==> config.mk <==
export PLATFORM = sky130hd
export DESIGN_NAME = json_string_field_extractor
export DESIGN_NICKNAME = d
export VERILOG_FILES = /design/src/sv/jsfe_pkg.sv /design/src/sv/json_string_field_extractor.sv
export SDC_FILE = /design/constraint.sdc
export NUM_CORES = 1
export LEC_CHECK = 0
export BUFFER_PORTS_ARGS = -buffer_cell sky130_fd_sc_hd__buf_2
export CORE_MARGIN = 2
export CORE_UTILIZATION = 35
export DETAILED_ROUTE_END_ITERATION = 7
export GPL_TIMING_DRIVEN = 0
export PLACE_DENSITY_LB_ADDON = 0.05
export SLEW_MARGIN = 40
export SYNTH_ARGS = -nofsm -noshare
export SYNTH_HDL_FRONTEND = slang
export SYNTH_SLANG_ARGS = --single-unit
==> constraint.sdc <==
create_clock -name aclk -period 6.6 [get_ports aclk]
set_input_delay 0.66 -clock aclk [delete_from_list [all_inputs] [get_ports aclk]]
set_output_delay 0.66 -clock aclk [all_outputs]
set_load 0.02 [all_outputs]
==> src/sv/jsfe_pkg.sv <==
// jsfe_pkg: types, constants and helper functions of the JSON string field extractor.
// Used by json_string_field_extractor; depends on nothing else.
`default_nettype none

package jsfe_pkg;

    // Key storage and match window
    localparam int KEY_MAX    = 32;
    localparam int KEY_CHARS  = 32;           // characters held by the four key registers
    localparam int WIN_LEN    = KEY_MAX + 2;  // quote, key, quote
    localparam int KLEN_W     = 6;
    localparam int WIN_IDX_W  = $clog2(WIN_LEN);

    // Result queue
    localparam int RQ_DEPTH   = 4;
    localparam int RQ_PTR_W   = $clog2(RQ_DEPTH);
    localparam int RQ_CNT_W   = RQ_PTR_W + 1;

    // Register file
    localparam int ADDR_W     = 6;
    localparam int DATA_W     = 64;
    localparam logic [2:0] REG_KEY_0_7   = 3'd0;
    localparam logic [2:0] REG_KEY_8_15  = 3'd1;
    localparam logic [2:0] REG_KEY_16_23 = 3'd2;
    localparam logic [2:0] REG_KEY_24_31 = 3'd3;
    localparam logic [2:0] REG_KEY_LEN   = 3'd4;
    localparam logic [2:0] REG_OUT_CAP   = 3'd5;
    localparam logic [15:0] OUT_CAP_RESET = 16'd256;

    // Result kinds
    localparam logic [1:0] KIND_CHAR   = 2'd0;
    localparam logic [1:0] KIND_FINISH = 2'd1;
    localparam logic [1:0] KIND_ERROR  = 2'd2;

    // Characters
    localparam logic [7:0] CH_NUL    = 8'h00;
    localparam logic [7:0] CH_QUOTE  = 8'h22;
    localparam logic [7:0] CH_BSLASH = 8'h5c;
    localparam logic [7:0] CH_COLON  = 8'h3a;
    localparam logic [7:0] CH_SPACE  = 8'h20;
    localparam logic [7:0] CH_TAB    = 8'h09;
    localparam logic [7:0] CH_U      = 8'h75;
    localparam logic [7:0] CH_QMARK  = 8'h3f;
    localparam logic [15:0] PRINT_LO = 16'h0020;
    localparam logic [15:0] PRINT_HI = 16'h007e;

    typedef enum logic [2:0] {
        PH_SEARCH,
        PH_PRECOLON,
        PH_POSTCOLON,
        PH_VALUE,
        PH_DONE
    } phase_t;

    typedef enum logic [2:0] {
        DM_NORMAL,
        DM_ESCAPE,
        DM_HEX0,
        DM_HEX1,
        DM_HEX2,
        DM_HEX3
    } dmode_t;

    typedef struct packed {
        logic [1:0] kind;
        logic [7:0] ch;
        logic       run_end;
    } result_t;

    // Single-character escapes; anything else passes through
    function automatic logic [7:0] esc_map(input logic [7:0] c);
        logic [7:0] r;
        begin
            case (c)
                8'h6e:   r = 8'h0a;  // n
                8'h72:   r = 8'h0d;  // r
                8'h74:   r = 8'h09;  // t
                8'h62:   r = 8'h08;  // b
                8'h66:   r = 8'h0c;  // f
                default: r = c;
            endcase
            return r;
        end
    endfunction

    // Hex digit decode: {valid, value}
    function automatic logic [4:0] hex_digit(input logic [7:0] c);
        logic [4:0] r;
        begin
            if (c >= 8'h30 && c <= 8'h39) begin
                r = {1'b1, 4'(c - 8'h30)};
            end else if (c >= 8'h61 && c <= 8'h66) begin
                r = {1'b1, 4'(c - 8'h57)};
            end else if (c >= 8'h41 && c <= 8'h46) begin
                r = {1'b1, 4'(c - 8'h37)};
            end else begin
                r = 5'd0;
            end
            return r;
        end
    endfunction

    // Printable code maps to itself, else '?'
    function automatic logic [7:0] code_char(input logic [15:0] code);
        logic [7:0] r;
        begin
            if (code >= PRINT_LO && code <= PRINT_HI) begin
                r = code[7:0];
            end else begin
                r = CH_QMARK;
            end
            return r;
        end
    endfunction

endpackage

`default_nettype wire

==> src/sv/json_string_field_extractor.sv <==
// json_string_field_extractor: finds a quoted key in a JSON body and streams its unescaped value.
// Depends on jsfe_pkg (types, constants, escape and hex helpers).
//
// Usage:
//   Body bytes enter on the s_ channel (s_body_byte, s_body_last), one word per handshake.
//   Results leave on the m_ channel: value characters (m_item_kind 0), then one finish
//   (1) or error (2) word carrying m_run_end. On an error the receiver drops the
//   characters already taken for that body. State returns to the search phase after
//   every byte that carries s_body_last.
//   Key, key length and output capacity are written over the APB port (64-bit registers
//   at 8*i); pready is always high. Write them only while no body is in flight.
// Timing:
//   Each accepted byte is processed in the cycle of acceptance; its results are written
//   into a 4-entry result queue and show on m_ from its head. One byte per cycle is taken
//   while the queue has room for two words, so sustained rate is one byte per cycle
//   whenever each byte yields at most one word and m_ready stays high. A byte that
//   yields a character and a finish/error word puts two words on m_.
// Reset (aresetn low, synchronous) empties the queue, clears the key registers, sets
//   the capacity to 256 and restarts the search. When m_ready is low the queue fills
//   and s_ready drops once fewer than two entries are free.
`default_nettype none

module json_string_field_extractor import jsfe_pkg::*; (
    input  wire logic              aclk,
    input  wire logic              aresetn,
    // byte input
    input  wire logic              s_valid,
    output logic                   s_ready,
    input  wire logic [7:0]        s_body_byte,
    input  wire logic              s_body_last,
    // result output
    output logic                   m_valid,
    input  wire logic              m_ready,
    output logic [1:0]             m_item_kind,
    output logic [7:0]             m_value_char,
    output logic                   m_run_end,
    // APB register port
    input  wire logic              psel,
    input  wire logic              penable,
    input  wire logic              pwrite,
    input  wire logic [ADDR_W-1:0] paddr,
    input  wire logic [DATA_W-1:0] pwdata,
    output logic [DATA_W-1:0]      prdata,
    output logic                   pready
);

    // Registers
    logic [DATA_W-1:0]   key0_reg, key1_reg, key2_reg, key3_reg;
    logic [KLEN_W-1:0]   key_len_cfg_reg;
    logic [15:0]         out_cap_reg;

    // Scan state
    phase_t              phase_reg, phase_next;
    dmode_t              dmode_reg, dmode_next;
    logic                esc_pend_reg, esc_pend_next;
    logic [15:0]         hex_code_reg, hex_code_next;
    logic                hex_stop_reg, hex_stop_next;
    logic [15:0]         emitted_reg, emitted_next;
    logic [WIN_LEN-1:0]  prefix_reg, prefix_next;

    // Result queue
    result_t             rq_mem_reg [RQ_DEPTH];
    logic [RQ_PTR_W-1:0] rq_head_reg, rq_tail_reg;
    logic [RQ_CNT_W-1:0] rq_count_reg;

    logic                take, pop;
    logic [7:0]          c;
    logic [8*KEY_CHARS-1:0] key_flat;
    logic [KLEN_W-1:0]   key_len_clamp, key_len;
    logic [WIN_LEN-1:0]  pat_eq;
    logic [WIN_IDX_W-1:0] match_idx;
    logic                key_hit;
    logic [4:0]          hex_d;
    logic [15:0]         hex_code_upd;
    logic                hex_upd_stop;
    logic [15:0]         cap_m1;
    logic                can_emit;
    logic                is_blank;

    // Result decisions for the current byte
    logic                char_want, char_emit, finish, fail, term;
    logic [7:0]          char_val;
    result_t             term_word;
    logic [RQ_PTR_W-1:0] wr_idx_term;

    assign take   = s_valid & s_ready;
    assign pop    = m_valid & m_ready;
    assign c      = s_body_byte;
    assign pready = 1'b1;

    // ---------------- APB registers ----------------
    always_ff @(posedge aclk) begin
        if (!aresetn) begin
            key0_reg        <= '0;
            key1_reg        <= '0;
            key2_reg        <= '0;
            key3_reg        <= '0;
            key_len_cfg_reg <= '0;
            out_cap_reg     <= OUT_CAP_RESET;
        end else if (psel && penable && pwrite) begin
            case (paddr[5:3])
                REG_KEY_0_7:   key0_reg        <= pwdata;
                REG_KEY_8_15:  key1_reg        <= pwdata;
                REG_KEY_16_23: key2_reg        <= pwdata;
                REG_KEY_24_31: key3_reg        <= pwdata;
                REG_KEY_LEN:   key_len_cfg_reg <= pwdata[KLEN_W-1:0];
                REG_OUT_CAP:   out_cap_reg     <= pwdata[15:0];
                default: ;
            endcase
        end
    end

    // Register readback
    always_comb begin
        case (paddr[5:3])
            REG_KEY_0_7:   prdata = key0_reg;
            REG_KEY_8_15:  prdata = key1_reg;
            REG_KEY_16_23: prdata = key2_reg;
            REG_KEY_24_31: prdata = key3_reg;
            REG_KEY_LEN:   prdata = {{(DATA_W-KLEN_W){1'b0}}, key_len_cfg_reg};
            REG_OUT_CAP:   prdata = {{(DATA_W-16){1'b0}}, out_cap_reg};
            default:       prdata = '0;
        endcase
    end

    // ---------------- key length in use ----------------
    assign key_flat = {key3_reg, key2_reg, key1_reg, key0_reg};

    always_comb begin
        if (key_len_cfg_reg > KLEN_W'(KEY_MAX)) begin
            key_len_clamp = KLEN_W'(KEY_MAX);
        end else begin
            key_len_clamp = key_len_cfg_reg;
        end
    end

    // Key stops at its first zero character
    always_comb begin
        key_len = key_len_clamp;
        for (int k = KEY_CHARS - 1; k >= 0; k--) begin
            if (key_flat[8*k +: 8] == CH_NUL && KLEN_W'(k) < key_len_clamp) begin
                key_len = KLEN_W'(k);
            end
        end
    end

    // ---------------- key search: prefix match bits ----------------
    // pattern byte i is a quote at both ends, key character i-1 between
    always_comb begin
        pat_eq[0] = (c == CH_QUOTE);
        for (int i = 1; i < WIN_LEN; i++) begin
            if (KLEN_W'(i - 1) == key_len || i - 1 >= KEY_CHARS) begin
                pat_eq[i] = (c == CH_QUOTE);
            end else begin
                pat_eq[i] = (c == key_flat[8*((i-1) % KEY_CHARS) +: 8]);
            end
        end
    end

    // bit i set: last i+1 bytes equal the first i+1 pattern bytes
    assign prefix_next = {prefix_reg[WIN_LEN-2:0], 1'b1} & pat_eq;
    assign match_idx   = WIN_IDX_W'(key_len + KLEN_W'(1));
    assign key_hit     = prefix_next[match_idx];

    // ---------------- value decode helpers ----------------
    assign hex_d        = hex_digit(c);
    assign hex_upd_stop = hex_stop_reg | ~hex_d[4];
    assign hex_code_upd = hex_upd_stop ? hex_code_reg : {hex_code_reg[11:0], hex_d[3:0]};

    assign cap_m1   = (out_cap_reg == 16'd0) ? 16'd0 : out_cap_reg - 16'd1;
    assign can_emit = emitted_reg < cap_m1;
    assign is_blank = (c == CH_SPACE) || (c == CH_TAB);

    // ---------------- result decisions ----------------
    always_comb begin
        char_want = 1'b0;
        char_val  = CH_NUL;
        finish    = 1'b0;
        fail      = 1'b0;
        case (phase_reg)
            PH_SEARCH: begin
                fail = (c == CH_NUL);
            end
            PH_PRECOLON: begin
                fail = !is_blank && (c != CH_COLON);
            end
            PH_POSTCOLON: begin
                fail = !is_blank && (c != CH_QUOTE);
            end
            PH_VALUE: begin
                if (c == CH_NUL) begin
                    fail = 1'b1;
                end else if (!esc_pend_reg && c == CH_QUOTE) begin
                    // closing quote flushes a short unicode escape
                    finish    = 1'b1;
                    char_want = dmode_reg inside {DM_HEX0, DM_HEX1, DM_HEX2, DM_HEX3};
                    char_val  = code_char(hex_code_reg);
                end else begin
                    case (dmode_reg)
                        DM_NORMAL: begin
                            char_want = (c != CH_BSLASH);
                            char_val  = c;
                        end
                        DM_ESCAPE: begin
                            char_want = (c != CH_U);
                            char_val  = esc_map(c);
                        end
                        DM_HEX3: begin
                            char_want = 1'b1;
                            char_val  = code_char(hex_code_upd);
                        end
                        default: ;
                    endcase
                end
            end
            default: ;
        endcase
    end

    assign char_emit = char_want & can_emit;
    // finish word, or error on failure or on the last byte of a body not yet finished
    assign term      = finish | fail | (s_body_last & (phase_reg != PH_DONE));

    always_comb begin
        term_word.ch      = CH_NUL;
        term_word.run_end = 1'b1;
        term_word.kind    = finish ? KIND_FINISH : KIND_ERROR;
    end

    // ---------------- next scan state ----------------
    always_comb begin
        phase_next    = phase_reg;
        dmode_next    = dmode_reg;
        esc_pend_next = esc_pend_reg;
        hex_code_next = hex_code_reg;
        hex_stop_next = hex_stop_reg;
        emitted_next  = emitted_reg + (char_emit ? 16'd1 : 16'd0);
        case (phase_reg)
            PH_SEARCH: begin
                if (c != CH_NUL && key_hit) begin
                    phase_next = PH_PRECOLON;
                end
            end
            PH_PRECOLON: begin
                if (c == CH_COLON) begin
                    phase_next = PH_POSTCOLON;
                end
            end
            PH_POSTCOLON: begin
                if (c == CH_QUOTE) begin
                    phase_next = PH_VALUE;
                end
            end
            PH_VALUE: begin
                if (c != CH_NUL && !(!esc_pend_reg && c == CH_QUOTE)) begin
                    esc_pend_next = esc_pend_reg ? 1'b0 : (c == CH_BSLASH);
                    case (dmode_reg)
                        DM_NORMAL: begin
                            if (c == CH_BSLASH) begin
                                dmode_next = DM_ESCAPE;
                            end
                        end
                        DM_ESCAPE: begin
                            if (c == CH_U) begin
                                dmode_next    = DM_HEX0;
                                hex_code_next = 16'd0;
                                hex_stop_next = 1'b0;
                            end else begin
                                dmode_next = DM_NORMAL;
                            end
                        end
                        DM_HEX0: begin
                            hex_code_next = hex_code_upd;
                            hex_stop_next = hex_upd_stop;
                            dmode_next    = DM_HEX1;
                        end
                        DM_HEX1: begin
                            hex_code_next = hex_code_upd;
                            hex_stop_next = hex_upd_stop;
                            dmode_next    = DM_HEX2;
                        end
                        DM_HEX2: begin
                            hex_code_next = hex_code_upd;
                            hex_stop_next = hex_upd_stop;
                            dmode_next    = DM_HEX3;
                        end
                        DM_HEX3: begin
                            hex_code_next = hex_code_upd;
                            hex_stop_next = hex_upd_stop;
                            dmode_next    = DM_NORMAL;
                        end
                        default: dmode_next = DM_NORMAL;
                    endcase
                end
            end
            default: ;
        endcase
        if (term) begin
            phase_next = PH_DONE;
        end
    end

    // Scan state registers; the last byte of a body restarts the search
    always_ff @(posedge aclk) begin
        if (!aresetn) begin
            phase_reg    <= PH_SEARCH;
            dmode_reg    <= DM_NORMAL;
            esc_pend_reg <= 1'b0;
            hex_code_reg <= 16'd0;
            hex_stop_reg <= 1'b0;
            emitted_reg  <= 16'd0;
            prefix_reg   <= '0;
        end else if (take) begin
            if (s_body_last) begin
                phase_reg    <= PH_SEARCH;
                dmode_reg    <= DM_NORMAL;
                esc_pend_reg <= 1'b0;
                hex_code_reg <= 16'd0;
                hex_stop_reg <= 1'b0;
                emitted_reg  <= 16'd0;
                prefix_reg   <= '0;
            end else begin
                phase_reg    <= phase_next;
                dmode_reg    <= dmode_next;
                esc_pend_reg <= esc_pend_next;
                hex_code_reg <= hex_code_next;
                hex_stop_reg <= hex_stop_next;
                emitted_reg  <= emitted_next;
                if (phase_reg == PH_SEARCH) begin
                    prefix_reg <= prefix_next;
                end
            end
        end
    end

    // ---------------- result queue ----------------
    assign wr_idx_term = rq_tail_reg + (char_emit ? RQ_PTR_W'(1) : RQ_PTR_W'(0));
    assign s_ready     = rq_count_reg <= RQ_CNT_W'(RQ_DEPTH - 2);

    always_ff @(posedge aclk) begin
        if (take && char_emit) begin
            rq_mem_reg[rq_tail_reg] <= '{kind: KIND_CHAR, ch: char_val, run_end: 1'b0};
        end
        if (take && term) begin
            rq_mem_reg[wr_idx_term] <= term_word;
        end
    end

    always_ff @(posedge aclk) begin
        if (!aresetn) begin
            rq_head_reg  <= '0;
            rq_tail_reg  <= '0;
            rq_count_reg <= '0;
        end else begin
            if (pop) begin
                rq_head_reg <= rq_head_reg + RQ_PTR_W'(1);
            end
            if (take) begin
                rq_tail_reg <= rq_tail_reg + RQ_PTR_W'(char_emit) + RQ_PTR_W'(term);
            end
            rq_count_reg <= rq_count_reg
                          + (take ? RQ_CNT_W'(char_emit) + RQ_CNT_W'(term) : RQ_CNT_W'(0))
                          - (pop ? RQ_CNT_W'(1) : RQ_CNT_W'(0));
        end
    end

    // Head of the queue drives the output word
    assign m_valid      = rq_count_reg != '0;
    assign m_item_kind  = rq_mem_reg[rq_head_reg].kind;
    assign m_value_char = rq_mem_reg[rq_head_reg].ch;
    assign m_run_end    = rq_mem_reg[rq_head_reg].run_end;

endmodule

`default_nettype wire
### Word-level counts from Yosys, hierarchy flattened

Memories as Yosys holds them, arrays and structs flattened. A register that Yosys moved wholly into a read port is not among the register bits.
Index checks and enable logic that the tools add are counted.

* add/sub/neg operators: 13
* order comparisons: 46
* eq/ne operators: 97
* muxes and demuxes: 129
* bitwise gates (word level): 9
* reduce and logical (&&, ||, !) cells: 108

Operators by type and width (number)
* 64-bit one-hot mux with 6 select lines: 1
* 8-bit logical NOT: 33
* 8-bit == test: 32
* 6-bit two-way mux: 33
* 16-bit two-way mux: 7
* 5-bit by 6-bit == test with 1-bit output, first input constant: 16
* 5-bit by 6-bit < comparator with 1-bit output, first input constant: 16
* 33-bit two-way mux: 2
* 8-bit by 7-bit == test with 1-bit output, second input constant: 7
* 1-bit two-way mux: 55
* 4-bit by 6-bit == test with 1-bit output, first input constant: 8
* 4-bit by 6-bit < comparator with 1-bit output, first input constant: 8
* 1-bit logical AND: 46
* 8-bit two-way mux: 5
* 8-bit one-hot mux with 5 select lines: 1
* 34-bit AND: 1
* 16-bit by 6-bit >= comparator with 1-bit output, second input constant: 2
* 16-bit by 7-bit <= comparator with 1-bit output, second input constant: 2
* 16-bit one-hot mux with 2 select lines: 1
* 3-bit two-way mux: 9
* 3-bit by 6-bit == test with 1-bit output, first input constant: 4
* 8-bit by 6-bit == test with 1-bit output, second input constant: 3
* 3-bit by 6-bit < comparator with 1-bit output, first input constant: 4
* 8-bit one-hot mux with 3 select lines: 1
* other kinds (56): 105

* bits in registers: 358
* RAM bits: 44
* bits of input ports: 86
* memories kept: 1

Memory list
* rq_mem_reg: words 4, bits a word 11, read ports 1, clocked after Yosys merged registers in 1, wr ports 2, line json_string_field_extractor.sv:62 `result_t rq_mem_reg [RQ_DEPTH];`

### Longest topological paths before layout

* word-level depth: 46
* mapped depth: 24
* gate-level depth less buffers: 24

### Least setup slack after synthesis

No wires, ideal clock.

* path kind: register to register
* from: reg out_cap_reg[0]
* to: reg rq_count_reg[2]
* arrival time: 4.430 ns
* required time: 6.485 ns
* path slack: 2.055 ns
* stages on the path, launching flop included: 21
* period minus slack after synthesis: 4.545 ns
* cell sequence: dfxtp_1 -> inv_1 -> ha_1 -> nor4b_1 -> nand4_1 -> o41a_1 -> ha_1 -> a21o_1 -> a211oi_1 -> o211ai_1 -> a21oi_1 -> ha_1 -> nand2_1 -> ha_1 -> inv_1 -> ha_1 -> inv_1 -> fa_1 -> xor2_1 -> xnor2_1 -> and2_1

* cells in the longest elaborated chain, start to end: 8

Ends and longest elaborated chain
* start, declared: line json_string_field_extractor.sv:50 `logic [15:0] out_cap_reg;`
* start signal, assigned: line json_string_field_extractor.sv:107 `REG_OUT_CAP: out_cap_reg <= pwdata[15:0];`
* 16-bit by 1-bit subtractor with 16-bit output or 16-bit logical NOT (tied branches): line json_string_field_extractor.sv:170 `assign cap_m1 = (out_cap_reg == 16'd0) ? 16'd0 : out_cap_reg - 16'd1;`
* 16-bit two-way mux (*): line json_string_field_extractor.sv:170
* 16-bit < comparator (*): line json_string_field_extractor.sv:171 `assign can_emit = emitted_reg < cap_m1;`
* 1-bit AND (*): line json_string_field_extractor.sv:220 `assign char_emit = char_want & can_emit;`
* 1-bit by 1-bit adder with 2-bit output (*): line json_string_field_extractor.sv:362 `+ (take ? RQ_CNT_W'(char_emit) + RQ_CNT_W'(term) : RQ_CNT_W'(0))`
* 2-bit two-way mux (*): line json_string_field_extractor.sv:362
* 3-bit by 2-bit adder with 3-bit output (*): line json_string_field_extractor.sv:362
* 3-bit by 1-bit subtractor with 3-bit output (*): line json_string_field_extractor.sv:363 `- (pop ? RQ_CNT_W'(1) : RQ_CNT_W'(0));`
* end signal, assigned: line json_string_field_extractor.sv:361 `rq_count_reg <= rq_count_reg`
* end, declared: line json_string_field_extractor.sv:64 `logic [RQ_CNT_W-1:0] rq_count_reg;`

Mark *: on every way between the ends. The rest lies on a longest branch, timed or not.
A chain may end at the register's enable or synchronous reset.

### Final worst setup path

* from: reg key_len_cfg_reg[1]
* to: reg phase_reg[0]

* cells in the longest elaborated chain, start to end: 44

Ends and longest elaborated chain
* start, declared: line json_string_field_extractor.sv:49 `logic [KLEN_W-1:0] key_len_cfg_reg;`
* start signal, assigned: line json_string_field_extractor.sv:106 `REG_KEY_LEN: key_len_cfg_reg <= pwdata[KLEN_W-1:0];`
* 6-bit greater-than comparator: line json_string_field_extractor.sv:130 `if (key_len_cfg_reg > KLEN_W'(KEY_MAX)) begin`
* 6-bit two-way mux (*): line json_string_field_extractor.sv:130
* 5-bit by 6-bit < comparator with 1-bit output: line json_string_field_extractor.sv:141 `if (key_flat[8*k +: 8] == CH_NUL && KLEN_W'(k) < key_len_clamp) begin`
* 1-bit logical AND: line json_string_field_extractor.sv:141
* 6-bit two-way mux (31 in a row): line json_string_field_extractor.sv:141
* 6-bit two-way mux (*): line json_string_field_extractor.sv:141
* parallel branches: the longest is 3 deep, another holds 6-bit by 1-bit adder with 6-bit output
* 1-bit binary-select mux with 6-bit select (*): line json_string_field_extractor.sv:163 `assign key_hit = prefix_next[match_idx];`
* 1-bit two-way mux (implied by the code) (*): line json_string_field_extractor.sv:163
* 1-bit logical AND (*): line json_string_field_extractor.sv:240 `if (c != CH_NUL && key_hit) begin`
* 4-bit inequality test (no line) (*)
* 5-bit AND reduction (no line) (*)
* end signal, assigned: line json_string_field_extractor.sv:323 `phase_reg <= phase_next;`
* end, declared: line json_string_field_extractor.sv:53 `phase_t phase_reg, phase_next;`

Every way passes the cells marked *. The select of a mux whose other input is x is not followed.

==> flow_metrics.tcl <==
set metrics [dict create \
    reg2reg_from "key_len_cfg_reg[1]" \
    dpl_cell_area_mm2 0.0270 \
    vias 24700 \
    post_cts_resized 0 \
    cp_cell_sequence "clkbuf_1 -> nor2_1 -> a211oi_2 -> o21ai_0 -> a2111oi_0 -> o31ai_1 -> a2111oi_1 -> nor3_1 -> inv_1 -> ha_1 -> nand2_1 -> nor3_1 -> mux2i_1 -> mux2i_1 -> a2111oi_0 -> a311oi_1 -> a211oi_2" \
    rows 97 \
    first_pass_iters 5 \
    fin_cells 4279 \
    switching_share_pct 29.7 \
    yosysUniqueCellTypes 99 \
    intPower_mw 4.39 \
    period_share_pct 95.8 \
    cp_data_arrival_time_ps 6850 \
    grt_pass1_wl_um 171000 \
    via_per_inst 5.78 \
    tightest_slew_ps 1010 \
    syn_inst 3081 \
    cts.clk_slew.worst_paths_ps 60 \
    power_frac_comb_pct 15.7 \
    wl_per_cell_um 28.3 \
    clkLatencyLatePin_ps 620 \
    totalPowerFinal_mw 6.24 \
    port_buffers 154 \
    r2r-end "phase_reg[0]" \
    cts_buffer_depth 3 \
    h-tree-depth 2 \
    syn-num-nets 3201 \
    synth-seq-area-share_pct 33.3 \
    clockRootBuffer "clkbuf_16" \
    place_hpwl_um 94600 \
    setup.worst_path.start "key_len_cfg_reg[1]" \
    leakage_nw 11.1 \
    clock-sinks 404 \
    crit_required_ps 7120 \
    p_seq_share_pct 40.4 \
    critPathSlowestCell "a2111oi_0" \
    powerDensity_mw_per_mm2 218 \
    cap_viol_max_count 0 \
    synth_edf_count 8 \
    hp-start "pwdata[31]" \
    setup_viol 0 \
    grt_max_degree 13 \
    async_flop_share_pct 0 \
    rsz0062_at_grt "false" \
    cts_hold_buf 0 \
    holdPathEnd "key0_reg[31]" \
    ant_nets 0 \
    grt_pass1_vias 23700 \
    nets 3423 \
    final_util_pct 41.0 \
    ioPinCount 164 \
    grt_usage_pct 32.9 \
    postSynthAreaPerCell_um2 7.96 \
    syn_to_final_growth_pct 16.5 \
    drtIter0Drc 2243 \
    yosysWarnings 0 \
    power.switching_mw 1.85 \
    cts_setup_buffers 0 \
    finalHoldViolCount 0 \
    dpl_worst_slack_ps 182 \
    ys_ff_latch 404 \
    r2r.worst_path.cells 17 \
    path_buf_inv 2 \
    die-width_um 269 \
    place.gp.congestion 0.994 \
    antennaDiodeCount 0 \
    coreArea_mm2 0.0697 \
    placedCellCount 4192 \
    cts_tree "built" \
    initial_utilization_pct 35.2 \
    critPathTopFamily "compound AO/OA/AOI/OAI gates" \
    hold_slack_ps 345 \
    wl_um 121000 \
    relSlewSlack_pct 30.9 \
    finalSetupTns_ps 0 \
    maxClockFrequency_ghz 0.158 \
    cp-end-kind "register" \
    synth_ff_type "dfxtp_1" \
    syn_area_mm2 0.0245 \
    finClkSkew_ps 18.7 \
    antenna_found_initial 5 \
    worst-path-max-fanout 10 \
    p_clk_share_pct 43.9 \
    rrSetupSlack_ps 280 \
    die_h_um 269 \
    crit_type "reg2reg" \
    status "complete, no violations" \
    overflow 0 \
    drc 0 \
    min_period_ps 6320 \
    hold_class "in2reg" \
    cts_buffers 49 \
    start_kind "register" \
    die_area_mm2 0.0722 \
    cpPeakStageDelay_ps 920 \
    drv_slew 0 \
    worst_hold_path.num_cells 3 \
    setup_slack_ps 277 \
    drive_gt1_share_pct 11.7 \
    stdcell_area_mm2 0.0286 \
    ir_drop_uv 187 \
]
how the worst max path moves through the flow:
stage               depth (start not counted)           endpoint
finish                                     17       phase_reg[0]
global route                               17       phase_reg[0]
CTS                                        16       phase_reg[0]
detailed placement                         22    rq_count_reg[2]
global placement                           15  rq_mem_reg[0][10]
floorplan                                  20    rq_count_reg[2]
tightest hold or removal path, delay by kind of cell:
family | cells | cell delay (ps)
simple gates | 1 | 50
compound gates | 1 | 60
buf+inv | 1 | 120
power groups by stage:
stage	sequential, mW	clock (mW)	combinational (mW)
floorplan	2.56	0	0.556
global placement	2.57	0	0.930
detailed placement	2.57	0	0.963
CTS	2.52	2.79	0.966
global route	2.52	2.87	1.04
finish	2.52	2.74	0.982
final cells by class:
type / instances / area, µm²
plain buffers: 221 / 958
clock buffers: 74 / 1490
clock inverters: 13 / 101
fillers: 7283 / 41100
inverters: 27 / 101
multi-input cells: 2429 / 15400
flip-flops and latches: 404 / 8170
well taps: 940 / 1180
repair buffers: 171 / 1150
metal layers:
layer  vias up  GRT usage [%]  part of all wire [%]
li1      11300              -                     -
met1     12200           42.2                    42
met5         -              0                     0
met3       254           4.95                   6.2
met4         0           16.2                   5.5
met2      1009           54.0                    46
cells in the mapped netlist (26+ instances only):
cell	instances	area [µm²]
nor2b_1	60	375
clkbuf_1	164	616
a21boi_0	285	2140
ha_1	32	400
a21oi_1	55	275
or4_1	29	218
o21ai_0	42	210
dfxtp_1	396	7930
nand4_1	47	294
buf_1	37	139
nand2_1	749	2810
inv_1	26	97.6
mux2i_1	71	711
nor3_1	54	270
a22oi_1	143	1070
nor4_1	80	500
xnor2_1	86	753
nor2_1	126	473
nand3_1	50	250
xor2_1	206	1800
and2_1	37	231
cells in the final DEF, fill, tap and decap left out, types with 12 or more instances in the layout:
| master | n |
|---|---|
| a211oi_1 | 13 |
| a21boi_0 | 285 |
| a21oi_1 | 55 |
| a22oi_1 | 143 |
| a31oi_1 | 12 |
| and2_1 | 37 |
| and3_1 | 20 |
| buf_1 | 19 |
| buf_2 | 183 |
| clkbuf_1 | 142 |
| clkbuf_16 | 51 |
| clkbuf_2 | 32 |
| clkbuf_8 | 13 |
| dfxtp_1 | 396 |
| ha_1 | 32 |
| inv_1 | 26 |
| mux2i_1 | 71 |
| mux4_2 | 16 |
| nand2_1 | 748 |
| nand3_1 | 50 |
| nand4_1 | 47 |
| nor2_1 | 126 |
| nor2b_1 | 60 |
| nor3_1 | 50 |
| nor4_1 | 76 |
| o21ai_0 | 41 |
| o22ai_1 | 19 |
| o31ai_1 | 13 |
| or4_1 | 29 |
| xnor2_1 | 86 |
| xor2_1 | 206 |
kinds of logic after synthesis:
group / Yosys count / synth area share (%)
AND/OR/NAND/NOR: 1324 / 25.1
AO/OA/AOI/OAI: 681 / 20.5
flip-flops: 404 / 33.3
XOR/XNOR: 293 / 10.5
buffers and inverters: 248 / 4.07
multiplexers: 96 / 4.78
adder cells (fa/ha/maj): 34 / 1.80
other: 1 / 0.0153
Power figures use the tool's default switching activity.
